### config.mk
export PLATFORM = sky130hd
export DESIGN_NAME = lna_ctrl
export DESIGN_NICKNAME = d
export VERILOG_FILES = /design/src/design/lna_pkg.sv /design/src/design/lna_ctrl.sv
export SDC_FILE = /design/constraint.sdc
export NUM_CORES = 1
export LEC_CHECK = 0
export ABC_AREA = 1
export BUFFER_PORTS_ARGS = -buffer_cell sky130_fd_sc_hd__buf_2
export CAP_MARGIN = 0
export CORE_AREA = 2 2 39 41
export CTS_CLUSTER_DIAMETER = 60
export DETAILED_ROUTE_END_ITERATION = 6
export DIE_AREA = 0 0 41 43
export PLACE_DENSITY_LB_ADDON = 0.05
export SYNTH_ARGS = -nofsm -noshare
export SYNTH_HDL_FRONTEND = slang
export SYNTH_SLANG_ARGS = --single-unit
### constraint.sdc
create_clock -name aclk -period 1.45 [get_ports aclk]
set_clock_uncertainty 0.1 [all_clocks]
set_input_delay 0.0725 -clock aclk [delete_from_list [all_inputs] [get_ports aclk]]
set_output_delay 0.0725 -clock aclk [all_outputs]
set_load 0.01 [all_outputs]
### src/design/lna_pkg.sv
// ----------------------------------------------------------------------------
// Landmark association package
// Shared widths, function and config codes, commands and status between
// controller and datapath.
// ----------------------------------------------------------------------------
`default_nettype none
package lna_pkg;
    localparam int MapDepth      = 1024;
    localparam int FrameFeatures = 64;
    localparam int MapAw         = $clog2(MapDepth);
    localparam int PendAw        = $clog2(FrameFeatures);
    localparam int FillW         = MapAw + 1;
    localparam int PendW         = PendAw + 1;
    localparam int CoordW        = 24;
    localparam int DistW         = 2 * (CoordW + 1) + 1;

    localparam logic [1:0] FUNC_START = 2'd0;
    localparam logic [1:0] FUNC_FEAT  = 2'd1;
    localparam logic [1:0] FUNC_END   = 2'd2;

    localparam logic CFG_RADIUS = 1'b0;
    localparam logic CFG_GATE   = 1'b1;

    typedef struct packed {
        logic start_scan;   // begin landmark sweep (start or feature)
        logic start_flush;  // begin pending flush (end)
        logic start_div;    // begin rate division
        logic finish;       // commit item, load output register
    } lna_cmd_t;

    typedef struct packed {
        logic scan_done;
        logic flush_done;
        logic div_done;
    } lna_sts_t;
endpackage
`default_nettype wire

### src/design/lna_ctrl.sv
// ----------------------------------------------------------------------------
// Landmark association controller
// Sequences one item at a time through scan, flush and divide steps.
// ----------------------------------------------------------------------------
`default_nettype none
module lna_ctrl (
    input  wire logic            aclk,
    input  wire logic            aresetn,
    input  wire logic            in_fire,
    input  wire logic [1:0]      in_func,
    input  wire logic            out_free,
    input  wire lna_pkg::lna_sts_t sts,
    output lna_pkg::lna_cmd_t    cmd,
    output logic                 busy
);
    localparam logic [2:0] S_IDLE  = 3'd0;
    localparam logic [2:0] S_SCAN  = 3'd1;
    localparam logic [2:0] S_FLUSH = 3'd2;
    localparam logic [2:0] S_DIV   = 3'd3;
    localparam logic [2:0] S_DONE  = 3'd4;

    logic [2:0] state_reg, state_next;

    always_comb begin
        state_next = state_reg;
        cmd = '0;
        case (state_reg)
            S_IDLE: begin
                if (in_fire) begin
                    if (in_func == lna_pkg::FUNC_START || in_func == lna_pkg::FUNC_FEAT) begin
                        cmd.start_scan = 1'b1;
                        state_next = S_SCAN;
                    end else if (in_func == lna_pkg::FUNC_END) begin
                        cmd.start_flush = 1'b1;
                        state_next = S_FLUSH;
                    end else begin
                        state_next = S_DONE;
                    end
                end
            end
            S_SCAN: if (sts.scan_done) state_next = S_DONE;
            S_FLUSH: begin
                if (sts.flush_done) begin
                    cmd.start_div = 1'b1;
                    state_next = S_DIV;
                end
            end
            S_DIV: if (sts.div_done) state_next = S_DONE;
            S_DONE: begin
                if (out_free) begin
                    cmd.finish = 1'b1;
                    state_next = S_IDLE;
                end
            end
            default: state_next = S_IDLE;
        endcase
    end

    always_ff @(posedge aclk) begin
        if (!aresetn) state_reg <= S_IDLE;
        else          state_reg <= state_next;
    end

    assign busy = (state_reg != S_IDLE);

`ifndef SYNTHESIS
    a_fire_idle: assert property (@(posedge aclk) disable iff (!aresetn)
        in_fire |-> state_reg == S_IDLE) else $error("accept while busy");
    a_finish_free: assert property (@(posedge aclk) disable iff (!aresetn)
        cmd.finish |-> out_free) else $error("finish into full output");
    a_div_after_flush: assert property (@(posedge aclk) disable iff (!aresetn)
        cmd.start_div |-> state_reg == S_FLUSH) else $error("divide out of order");
`endif
endmodule
`default_nettype wire

Word level (Yosys, flattened, before mapping). Index checks and enable logic that the tools add are counted.

Reduce and logical (&&, ||, !) cells: 5. Equal/unequal tests: 11. Mux-type cells: 17.

Operators by type and width (count): $mux 3 (7); $pmux 3 s5 (1); $ne 2x2->1 const B (5); $mux 1 (7); $eq 3x2->1 const B (2); $reduce_and 5->1 (1); $mux 2 (2); $eq 3x1->1 const B (1); $eq 3x3->1 const B (1); $logic_not 3->1 (1); $reduce_bool 3->1 (1); $eq 2x1->1 const B (1); $eq 2x2->1 const B (1); $logic_not 2->1 (1); $logic_or 1x1->1 (1).

Word-level logic and storage cells: 34. Bits of input ports: 9. Bits in registers: 3. Output and inout bits: 5.

Depth between registers and ports, before layout. Gate-level depths: netlist (run 1).

Word-level depth: 5. Mapped depth: 8.

Worst setup path before layout (run 1). No wires, ideal clock.

Path kind: register -> output. Start point: register state_reg[2]. End point: output port cmd[2] (netlist name). Stages on the path, launching flop included: 4. Arrival: 0.998 ns. Required time: 1.278 ns. Slack: 0.280 ns. Cells stage by stage: dfxtp_1 nor2_2 nand2_2 nor4_1.

RTL lines: start: declaration (RTL line lna_ctrl.sv:22) `logic [2:0] state_reg, state_next;`; start signal: assignment (RTL line lna_ctrl.sv:61) `else state_reg <= state_next;`; end: declaration (RTL line lna_ctrl.sv:13) `output lna_pkg::lna_cmd_t cmd,`.

==> impl_results.md, run 1 <==
* Outcome: completed
* Largest net degree at the start of global routing at 8
* # Max-Cap Violations at 0
* Rel. slew slack at 0.8293
* Sequential share of the synthesized area at 0.2319
* Max FFs per register at 3
* Distinct cells, synth at 13
* Reg clk slew, reported paths at 0.04 ns
* Max stage delay on crit path at 0.44 ns
* Grt ovf at 0
* Crit start category: flop
* Initial Util at 0.1872
* Clock Path Buffers at 2
* Final TNS setup at 0 ns
* CP top delay family: flip-flops
* Synth area leaders: dfxtp_1 23%, nand2_1 14%, nor2_1 13%
* Synth top area share at 0.2319
* Inst Count DP at 74
* Core outline area at 1384 µm²
* Area of the multi-input gates at 183.9 µm²
* Avg Vias per Cell at 3.937
* Antenna cells at 0
* Worst VDD drop at 0.5682 mV
* Final slew viol count at 0
* Post-synth ARST share at 0
* Final RePlAce weighted congestion at 0.6077
* Synth Register Bits at 3
* DPL Wire Length at 528.9 µm
* Critical Path RT at 1.28 ns
* Die area at 1763 µm²
* Synthesized Nets at 54
* Row Count at 14
* Clock sink total at 3
* Slowest cell on crit path: dfxtp_1
* I/O pin count at 14
* P&R area growth vs syn at 51.21%
* Setup Buffers After CTS at 0
* First drt pass iteration count at 4
* RSZ-0062 raised after global routing: no
* F_max at 0.7490 GHz
* Lkg Pwr at 0.2153 nW
* Min Tclk post-route at 1.335 ns
* Sum of buffers and inverters on the critical path at 2
* Final setup fails at 0
* Port buffer count at 13
* Initial antenna violation count at 0
* Tcrit/Tclk final at 0.9208
* Yosys top cell by area: dfxtp_1
* Commonest cells post-synth: 10 x nand2_1, 9 x nor2_1, 6 x inv_1, 4 x nand3_1
* Die H at 43 µm
* Endpoint class of the critical path: primary output
* DRT antenna net count at 0
* Non-filler cells, final at 79
* DRC Markers at 0
* Worst Path Class, Setup: flop to primary output
* Most used flip-flop cell after synthesis: dfxtp_1
* Top-count cell post-synth: nand2_1
* Die Wd at 41 µm
* Mapped cell area at 259.0 µm²
* Total Routing Usage GR at 0.08024
* CTS tree: done
* PD cells at 1763 nW/µm²
* Sequential cell area at 60.06 µm²
* Overall via count from detail_route at 311
* Hold Path Class: primary input to flop
* YS warnings at 0
* DR WL/cell at 8.608 µm
* Initial DRC Count at 3
* Clk root buf: clkbuf_4
* Crit path DAT at 1.16 ns
* Slew @ Worst Pin at 0.2557 ns
* WL final at 680 µm
* Final net count at 73
* Fill cell count at 166
* CTS H-tree depth at 1
* Number of global-route vias before repair at 253
* Hold Violations, Final at 0
* First-pass GRT wire length at 945 µm
* Proportion of layout cells with a drive suffix above 1 at 0.3968
* Syn_area_per_cell at 5.756 µm²
* Crit-path max FO at 7
* Clock Latency Late Sink at 0.23 ns
* CTS Buf Count at 3
* Number of synthesized flops with an enable pin at 0
* CP cell instances: inv_2, nor4_1, buf_2
* Mapped Cells at 45
worst reg2reg max path, stage by stage, from the launching register on:
cell and delay [ns]:
dfxtp_1 0.44, inv_2 0.09, nand3_1 0.11, nand2_2 0.07, nor2_4 0.17, nand2_1 0.08, nand2_1 0.07, nor2_2 0.03
path summary, 6_finish.rpt:
kind	start	end	slack, ns	depth (start not counted)
max	state_reg[1]	cmd[1]	0.11	3
max reg2reg	state_reg[1]	state_reg[2]	0.18	7
min	in_func[0]	state_reg[1]	0.22	6
min reg2reg	state_reg[0]	state_reg[0]	0.46	2
metrics by stage:
step | area (µm²) | power [mW] | util | setup slack, ns | hold WS (ns)
2_1_floorplan | 259.0 | 0.4321 | - | 0.2799 | 0.09293
3_3_place_gp | 344.1 | 0.5471 | 0.2486 | 0.1299 | 0.2414
3_5_place_dp | 344.1 | 0.5309 | 0.2486 | 0.1728 | 0.2351
4_1_cts | 380.4 | 0.6914 | 0.2749 | 0.01426 | 0.1961
5_1_grt | 391.6 | 0.7680 | 0.2830 | 0.006480 | 0.2779
6_report | 391.6 | 0.6905 | 0.2830 | 0.1148 | 0.2223
cells by family after synthesis:
| kind of cell | count (synthesis) | share of synthesized area |
|---|---|---|
| compound gates | 3 | 0.08212 |
| flops | 3 | 0.2319 |
| buf+inv | 7 | 0.1014 |
| simple gates | 32 | 0.5845 |
cell usage in the layout, fill, tap and decap left out, drive strengths merged:
cell,count
nor3,1
o21ai,2
nor4,2
dfxtp,3
nand2,13
nand3,4
clkbuf,4
o21bai,1
dlygate4sd3,1
inv,7
buf,13
nor2,12
routing by layer:
metal / up-vias / track usage / share of wire
met5: - / 0 / 0
met1: 126 / 0.08974 / 0.45
met2: 9 / 0.1250 / 0.48
met3: 0 / 0.01571 / 0.071
met4: 0 / 0.06000 / 0
li1: 176 / - / -
report_power, final:
part	leakage [nW]	total [mW]	internal, mW	switching (mW)
registers	0.0249	0.165	0.113	0.0525
clock network	0.0150	0.147	0.103	0.0437
logic	0.175	0.378	0.150	0.228
cell type report:
class                      instances  share of cell area
inverter                           7             0.06709
tap                               16             0.05112
multi-input combinational         35              0.4696
clock buffer                       4             0.06709
sequential                         3              0.1534
timing repair buffer              14              0.1917
timing repair:
| action | in CTS | in global routing |
|---|---|---|
| setup endpoints to repair | 0 | 2 |
| resized for setup | 0 | 2 |
| hold buffers | 1 | 0 |
| hold endpoints to repair | 3 | 0 |
Note: power is estimated with default switching activity, not from simulation.
==> run 2: changes to the inputs <==
--- a/config.mk
+++ b/config.mk
@@ -12,6 +12,7 @@
 export CTS_CLUSTER_DIAMETER = 60
 export DETAILED_ROUTE_END_ITERATION = 6
 export DIE_AREA = 0 0 41 43
+export GPL_TIMING_DRIVEN = 0
 export PLACE_DENSITY_LB_ADDON = 0.05
 export SYNTH_ARGS = -nofsm -noshare
 export SYNTH_HDL_FRONTEND = slang
==> run 2 against run 1 <==
  * Worst hold slack worse by 0.015 ns
  * Via count is 1.3% higher
  * Non-clock buffer count stayed put
  * Total power is 0.20% higher
  * Setup slack worse by 0.018 ns
  * Clock power hardly changed
  * Count of clock-buffer cells in the layout stayed put
  * Critical endpoint is now cmd[2]
  * Largest cell class unchanged
  * Highest routed layer unchanged
==> impl_results.md, run 2 (synthesis results as in run 1) <==
* Hold Path Class: primary input to flop (unchanged)
* Fill cell count at 185 (was 166)
* CTS H-tree depth at 1 (unchanged)
* F_max at 0.7388 GHz (was 0.7490 GHz)
* Clk root buf: clkbuf_4 (unchanged)
* Outcome: completed (unchanged)
* Commonest non-fill, non-tap cells in the layout: 13 x buf_2, 10 x nand2_1, 9 x nor2_1, 6 x inv_1, 4 x nand3_1 (unchanged)
* Clock group share of total power at 0.208 (was 0.213)
* Sw Share at 0.4680 (was 0.4695)
* DR WL/cell at 8.987 µm (was 8.608 µm)
* CP startpoint: state_reg[2] (was state_reg[1])
* Tcrit/Tclk final at 0.9335 (was 0.9208)
* Min Tclk post-route at 1.354 ns (was 1.335 ns)
* Slew @ Worst Pin at 0.2713 ns (was 0.2557 ns)
* First drt pass iteration count at 3 (was 4)
* Total Routing Usage GR at 0.1004 (was 0.08024)
* Row Count at 14 (unchanged)
* Commonest non-fill, non-tap cell in the layout: buf_2 (unchanged)
* CTS tree: done (unchanged)
* Rel. slew slack at 0.8189 (was 0.8293)
* Crit start category: flop (unchanged)
* Antenna cells at 0 (unchanged)
* Final RePlAce weighted congestion at 0.5829 (was 0.6077)
* Inst Count DP at 74 (unchanged)
* DPL Wire Length at 541.3 µm (was 528.9 µm)
* Worst VDD drop at 0.6117 mV (was 0.5682 mV)
* Core outline area at 1384 µm² (unchanged)
* Total power at 0.6919 mW (was 0.6905 mW)
* Seq pwr share at 0.250 (was 0.240)
* DRT antenna net count at 0 (unchanged)
* Initial Util at 0.1872 (unchanged)
* Flop2flop setup slack at 0.19 ns (was 0.18 ns)
* Worst flop-to-flop path endpoint: state_reg[2] (unchanged)
* Crit path DAT at 1.18 ns (was 1.16 ns)
* Port buffer count at 13 (unchanged)
* Reg clk slew, reported paths at 0.04 ns (about the same)
* Hold Violations, Final at 0 (unchanged)
* DRC Markers at 0 (unchanged)
* Proportion of layout cells with a drive suffix above 1 at 0.4127 (was 0.3968)
* Final slew viol count at 0 (unchanged)
* First-pass GRT wire length at 1179 µm (was 945 µm)
* Non-filler cells, final at 79 (unchanged)
* Critical Path RT at 1.28 ns (about the same)
* Grt ovf at 0 (unchanged)
* Final TNS setup at 0 ns (unchanged)
* I/O pin count at 14 (unchanged)
* Avg Vias per Cell at 3.987 (was 3.937)
* Initial antenna violation count at 0 (unchanged)
* Critical R2R Launch: state_reg[2] (was state_reg[1])
* Pint at 0.3681 mW (was 0.3663 mW)
* PD cells at 1761 nW/µm² (was 1763 nW/µm²)
* Worst reg2reg path depth at 7 (unchanged)
* Max FFs per register at 3 (unchanged)
* Endpoint class of the critical path: primary output (unchanged)
* Clock Latency Late Sink at 0.23 ns (about the same)
* Crit-path max FO at 6 (was 7)
* Clock sink total at 3 (unchanged)
* Crit path capture: cmd[2] (was cmd[1])
* Final net count at 73 (unchanged)
* Combinational power share at 0.542 (was 0.548)
* Overall via count from detail_route at 315 (was 311)
* Largest net degree at the start of global routing at 8 (unchanged)
* Die Wd at 41 µm (unchanged)
* CTS Buf Count at 3 (unchanged)
* WL final at 710 µm (was 680 µm)
* Sw power at 0.3238 mW (was 0.3242 mW)
* Clock Path Buffers at 2 (unchanged)
* Final setup fails at 0 (unchanged)
* Die area at 1763 µm² (unchanged)
* Lkg Pwr at 0.2156 nW (was 0.2153 nW)
* Number of global-route vias before repair at 309 (was 253)
* Initial DRC Count at 1 (was 3)
* Worst Path Class, Setup: flop to primary output (unchanged)
* Die H at 43 µm (unchanged)
* # Max-Cap Violations at 0 (unchanged)
* P&R area growth vs syn at 51.69% (was 51.21%)
run 2: cell count changes in the layout (fill, tap and decap cells not counted):
cell	delta
dfxtp_2	+1
dfxtp_1	-1
run 2: layout make-up:
cell class,instances,area (µm²),area share
clock buffers,4,26.28,0.06688
inverters,7,26.28,0.06688
multi-input cells,35,183.9,0.4682
flip-flops and latches,3,61.31,0.1561
well taps,16,20.02,0.05096
repair buffers,14,75.07,0.1911
run 2: metal layers:
layer	wire length (µm)	part of all wire	global-route usage	vias to the layer above
met5	0	0	0	-
met4	0	0	0.08000	0
met3	48	0.068	0.03141	0
met2	315	0.44	0.1281	9
met1	346	0.49	0.1318	129
li1	-	-	-	177
run 2: through the flow:
stage	hold WS, ns	util	cell area [µm²]	setup slack (ns)
after floorplan	0.09293	-	259.0	0.2799
after global routing	0.2787	0.2839	392.9	-0.007831
after detailed placement	0.2304	0.2486	344.1	0.1652
after CTS	0.1978	0.2785	385.4	0.04385
final	0.2077	0.2839	392.9	0.09638
after global placement	0.2342	0.2486	344.1	0.1434
run 2: what timing repair did:
| action | 4_1_cts | 5_1_grt |
|---|---|---|
| endpoints found under the setup margin | 1 | 2 |
| gates cloned | 0 | 0 |
| hold buffers | 1 | 0 |
| gates resized for setup | 1 | 2 |
| hold endpoints to repair | 3 | 0 |
| setup buffers | 0 | 0 |
run 2: how the worst min path moves through the flow:
stage | start | to | slack, ns | cells past startpoint
floorplan | aresetn | state_reg[0] | 0.09 | 2
global placement | aresetn | state_reg[1] | 0.23 | 3
detailed placement | aresetn | state_reg[1] | 0.23 | 3
CTS | in_func[0] | state_reg[1] | 0.20 | 6
global route | in_func[0] | state_reg[1] | 0.28 | 6
finish | in_func[0] | state_reg[1] | 0.21 | 6
run 2: power groups by stage:
stage | Sequential [mW] | Clock, mW | Combinational, mW
5_1_grt | 0.180 | 0.160 | 0.441
3_5_place_dp | 0.165 | 0 | 0.370
3_3_place_gp | 0.166 | 0 | 0.375
4_1_cts | 0.170 | 0.155 | 0.380
6_report | 0.173 | 0.144 | 0.375
2_1_floorplan | 0.149 | 0 | 0.283
run 2: worst max-delay path, cell delays in order, from the launching register on:
cell and delay, ns:
dfxtp_1 0.37, nor2_4 0.18, nand2_2 0.10, nor4_2 0.14, buf_2 0.17
==> run 3: changes to the inputs <==
--- a/config.mk
+++ b/config.mk
@@ -5,7 +5,6 @@
 export SDC_FILE = /design/constraint.sdc
 export NUM_CORES = 1
 export LEC_CHECK = 0
-export ABC_AREA = 1
 export BUFFER_PORTS_ARGS = -buffer_cell sky130_fd_sc_hd__buf_2
 export CAP_MARGIN = 0
 export CORE_AREA = 2 2 39 41
==> constraint.sdc (replaced) <==
create_clock -name aclk -period 1.53 [get_ports aclk]
set_clock_uncertainty 0.1 [all_clocks]
set_input_delay 0.0765 -clock aclk [delete_from_list [all_inputs] [get_ports aclk]]
set_output_delay 0.0765 -clock aclk [all_outputs]
set_load 0.01 [all_outputs]
==> run 3 against run 2 <==
  * Global-route usage shrank 2.4 points
  * Worst hold slack lost 0.16 ns
  * Sequential share of layout area grew 2.8 points
  * Routed wire length shrank 18%
  * Setup slack gained 0.041 ns
  * Sequential power shrank 39%
  * Clock power shrank 4%
==> impl_results.md, run 3 <==
* Number of synthesized flops with an enable pin at 0 (unchanged)
* Seq pwr share at 0.312 (was 0.250)
* Synthesized Nets at 35 (was 54)
* Proportion of layout cells with a drive suffix above 1 at 0.4545 (was 0.4127)
* Clock sink total at 3 (unchanged)
* DPL Wire Length at 475.2 µm (was 541.3 µm)
* Reg clk slew, reported paths at 0.04 ns (about the same)
* Initial Util at 0.1465 (was 0.1872)
* Avg Vias per Cell at 4.033 (was 3.987)
* Total Routing Usage GR at 0.07600 (was 0.1004)
* Sw power at 0.1018 mW (was 0.3238 mW)
* Largest net degree at the start of global routing at 9 (was 8)
* Row Count at 14 (unchanged)
* Final Util at 0.2360 (was 0.2839)
* Die H at 43 µm (unchanged)
* Top-count cell post-synth: nor2_1 (was nand2_1)
* P&R area growth vs syn at 61.11% (was 51.69%)
* Combinational power share at 0.283 (was 0.542)
* Rel. slew slack at 0.8010 (was 0.8189)
* Total power at 0.3400 mW (was 0.6919 mW)
* Clock group share of total power at 0.405 (was 0.208)
* I/O pin count at 14 (unchanged)
* Slew @ Worst Pin at 0.2981 ns (was 0.2713 ns)
* Clk root buf: clkbuf_4 (unchanged)
* DRC Markers at 0 (unchanged)
* # Max-Cap Violations at 0 (unchanged)
* Overall via count from detail_route at 242 (was 315)
* DR WL met2 at 264 µm (was 315 µm)
* Final slew viol count at 0 (unchanged)
* Hold Violations, Final at 0 (unchanged)
* Critical Path RT at 1.35 ns (was 1.28 ns)
* Die area at 1763 µm² (unchanged)
* Distinct cells, synth at 19 (was 13)
* Worst VDD drop at 0.1897 mV (was 0.6117 mV)
* Crit path DAT at 1.22 ns (was 1.18 ns)
* F_max at 0.7181 GHz
* RSZ-0062 raised after global routing: no
* Syn_area_per_cell at 7.796 µm² (was 5.756 µm²)
* Clock Latency Late Sink at 0.23 ns (about the same)
* First-pass GRT wire length at 862 µm (was 1179 µm)
* Pint at 0.2382 mW (was 0.3681 mW)
* Clock Path Buffers at 2 (unchanged)
* Synth area leaders: dfxtp_1 30%, mux2_4 7.4%, nor2_1 7.4% (was dfxtp_1 23%, nand2_1 14%, nor2_1 13%)
* Synth top area share at 0.2963 (was 0.2319)
* Max stage delay on crit path at 0.37 ns (about the same)
* WL final at 585 µm (was 710 µm)
* Endpoint class of the critical path: primary output (unchanged)
* Core outline area at 1384 µm² (unchanged)
* Pre-CTS setup slack at 0.2962 ns (was 0.1652 ns)
* Outcome: completed (unchanged)
* Final setup margin at 0.1375 ns (was 0.09638 ns)
* Min Tclk post-route at 1.392 ns
* DRT met1 WL at 281 µm (was 346 µm)
* Final RePlAce weighted congestion at 0.6065 (was 0.5829)
* Mapped Cells at 26 (was 45)
* Worst Path Class, Setup: flop to primary output (unchanged)
* First drt pass iteration count at 2 (was 3)
* CTS H-tree depth at 1 (unchanged)
* YS warnings at 0 (unchanged)
* Antenna cells at 0 (unchanged)
* Commonest cells post-synth: 4 x nor2_1, 3 x dfxtp_1, 3 x nand2_1 (was 10 x nand2_1, 9 x nor2_1, 6 x inv_1, 4 x nand3_1)
* Tcrit/Tclk final at 0.9101
* Commonest non-fill, non-tap cell in the layout: buf_2 (unchanged)
* Crit start category: flop (unchanged)
* Final hold slack at 0.04681 ns (was 0.2077 ns)
* Final setup fails at 0 (unchanged)
* Fill cell count at 168 (was 185)
* PD cells at 1041 nW/µm² (was 1761 nW/µm²)
* Synth Register Bits at 3 (unchanged)
* Final TNS setup at 0 ns (unchanged)
* Cts hold-fix bufs at 0 (was 1)
* CP cell instances: nor3_2, buf_4, nand2_1, nor2_1, buf_2 (was nor2_4, nand2_2, nor4_2, buf_2)
* Number of global-route vias before repair at 214 (was 309)
* Sequential share of the synthesized area at 0.2963 (was 0.2319)
* Highest routed layer: met3 (unchanged)
* Sw Share at 0.2994 (was 0.4680)
* Grt ovf at 0 (unchanged)
* Final net count at 54 (was 73)
* Met3 routed WL at 39 µm (was 48 µm)
* Initial antenna violation count at 0 (unchanged)
* Port buffer count at 13 (unchanged)
* DRT antenna net count at 0 (unchanged)
* DR WL/cell at 9.750 µm (was 8.987 µm)
* Max FFs per register at 3 (unchanged)
* Lkg Pwr at 0.1611 nW (was 0.2156 nW)
* Slowest cell on crit path: dfxtp_1 (unchanged)
* Die Wd at 41 µm (unchanged)
* Yosys top cell by area: dfxtp_1 (unchanged)
* Post-synth ARST share at 0 (unchanged)
* CTS Buf Count at 3 (unchanged)
* CTS tree: done (unchanged)
* Crit-path max FO at 7 (was 6)
* Commonest non-fill, non-tap cells in the layout: 13 x buf_2, 4 x nor2_1, 3 x nand2_1, 3 x clkbuf_4, 3 x dfxtp_1 (was 13 x buf_2, 10 x nand2_1, 9 x nor2_1, 6 x inv_1, 4 x nand3_1)
* Hold Path Class: primary input to flop (unchanged)
* Initial DRC Count at 2 (was 1)
* Most used flip-flop cell after synthesis: dfxtp_1 (unchanged)
* Mapped cell area at 202.7 µm² (was 259.0 µm²)
-- run 3: layer usage --
layer,GRT usage,vias up
met1,0.1016,103
met3,0.005236,0
met5,0,-
met4,0.08000,0
met2,0.09688,9
li1,-,130
-- run 3: power groups by stage --
stage               logic, mW  registers (mW)  clock network (mW)
floorplan              0.0537           0.101                   0
global placement       0.0863           0.106                   0
detailed placement     0.0872           0.105                   0
CTS                    0.0871           0.105               0.147
global route            0.107           0.107               0.159
finish                 0.0962           0.106               0.138
-- run 3: logic make-up (layout without fill, tap and decap cells) --
group	after synthesis	in the layout	share of synthesized area
AND/OR/NAND/NOR	16	16	0.4321
AO/OA/AOI/OAI	5	5	0.1790
flip-flops	3	3	0.2963
multiplexers	1	1	0.07405
buffers and inverters	1	19	0.01850
-- run 3: path summary, 6_finish.rpt --
path | startpoint | end | slack (ns) | depth (start not counted)
min reg2reg | state_reg[2] | state_reg[2] | 0.53 | 2
min | sts[1] | state_reg[0] | 0.05 | 3
max reg2reg | state_reg[1] | state_reg[0] | 0.31 | 3
max | state_reg[1] | cmd[3] | 0.14 | 5
-- run 3: repair_timing --
| item | in CTS | in global routing |
|---|---|---|
| setup buffers | 0 | 1 |
| endpoints found under the setup margin | 0 | 1 |
| resized for setup | 0 | 1 |
-- run 3: metrics by stage --
| step | cell area [µm²] | std cells |
|---|---|---|
| finish | 326.6 | 60 |
| global route | 326.6 | 60 |
| CTS | 314.1 | 59 |
| detailed placement | 287.8 | 55 |
| global placement | 287.8 | 55 |
| floorplan | 202.7 | 26 |
-- run 3: worst max-delay path, delay by kind of cell, from the launching register on --
family,cells,cell delay [ns]
DFF,1,0.37
buffers and inverters,2,0.27
and+or+nand+nor,3,0.34
-- run 3: cell type report --
class / count / area [µm²] / area share
Sequential cell: 3 / 60.06 / 0.1839
Multi-Input combinational cell: 22 / 143.9 / 0.4406
Inverter: 1 / 3.754 / 0.01149
Timing Repair Buffer: 14 / 72.57 / 0.2222
Tap cell: 16 / 20.02 / 0.06130
Clock buffer: 4 / 26.28 / 0.08046
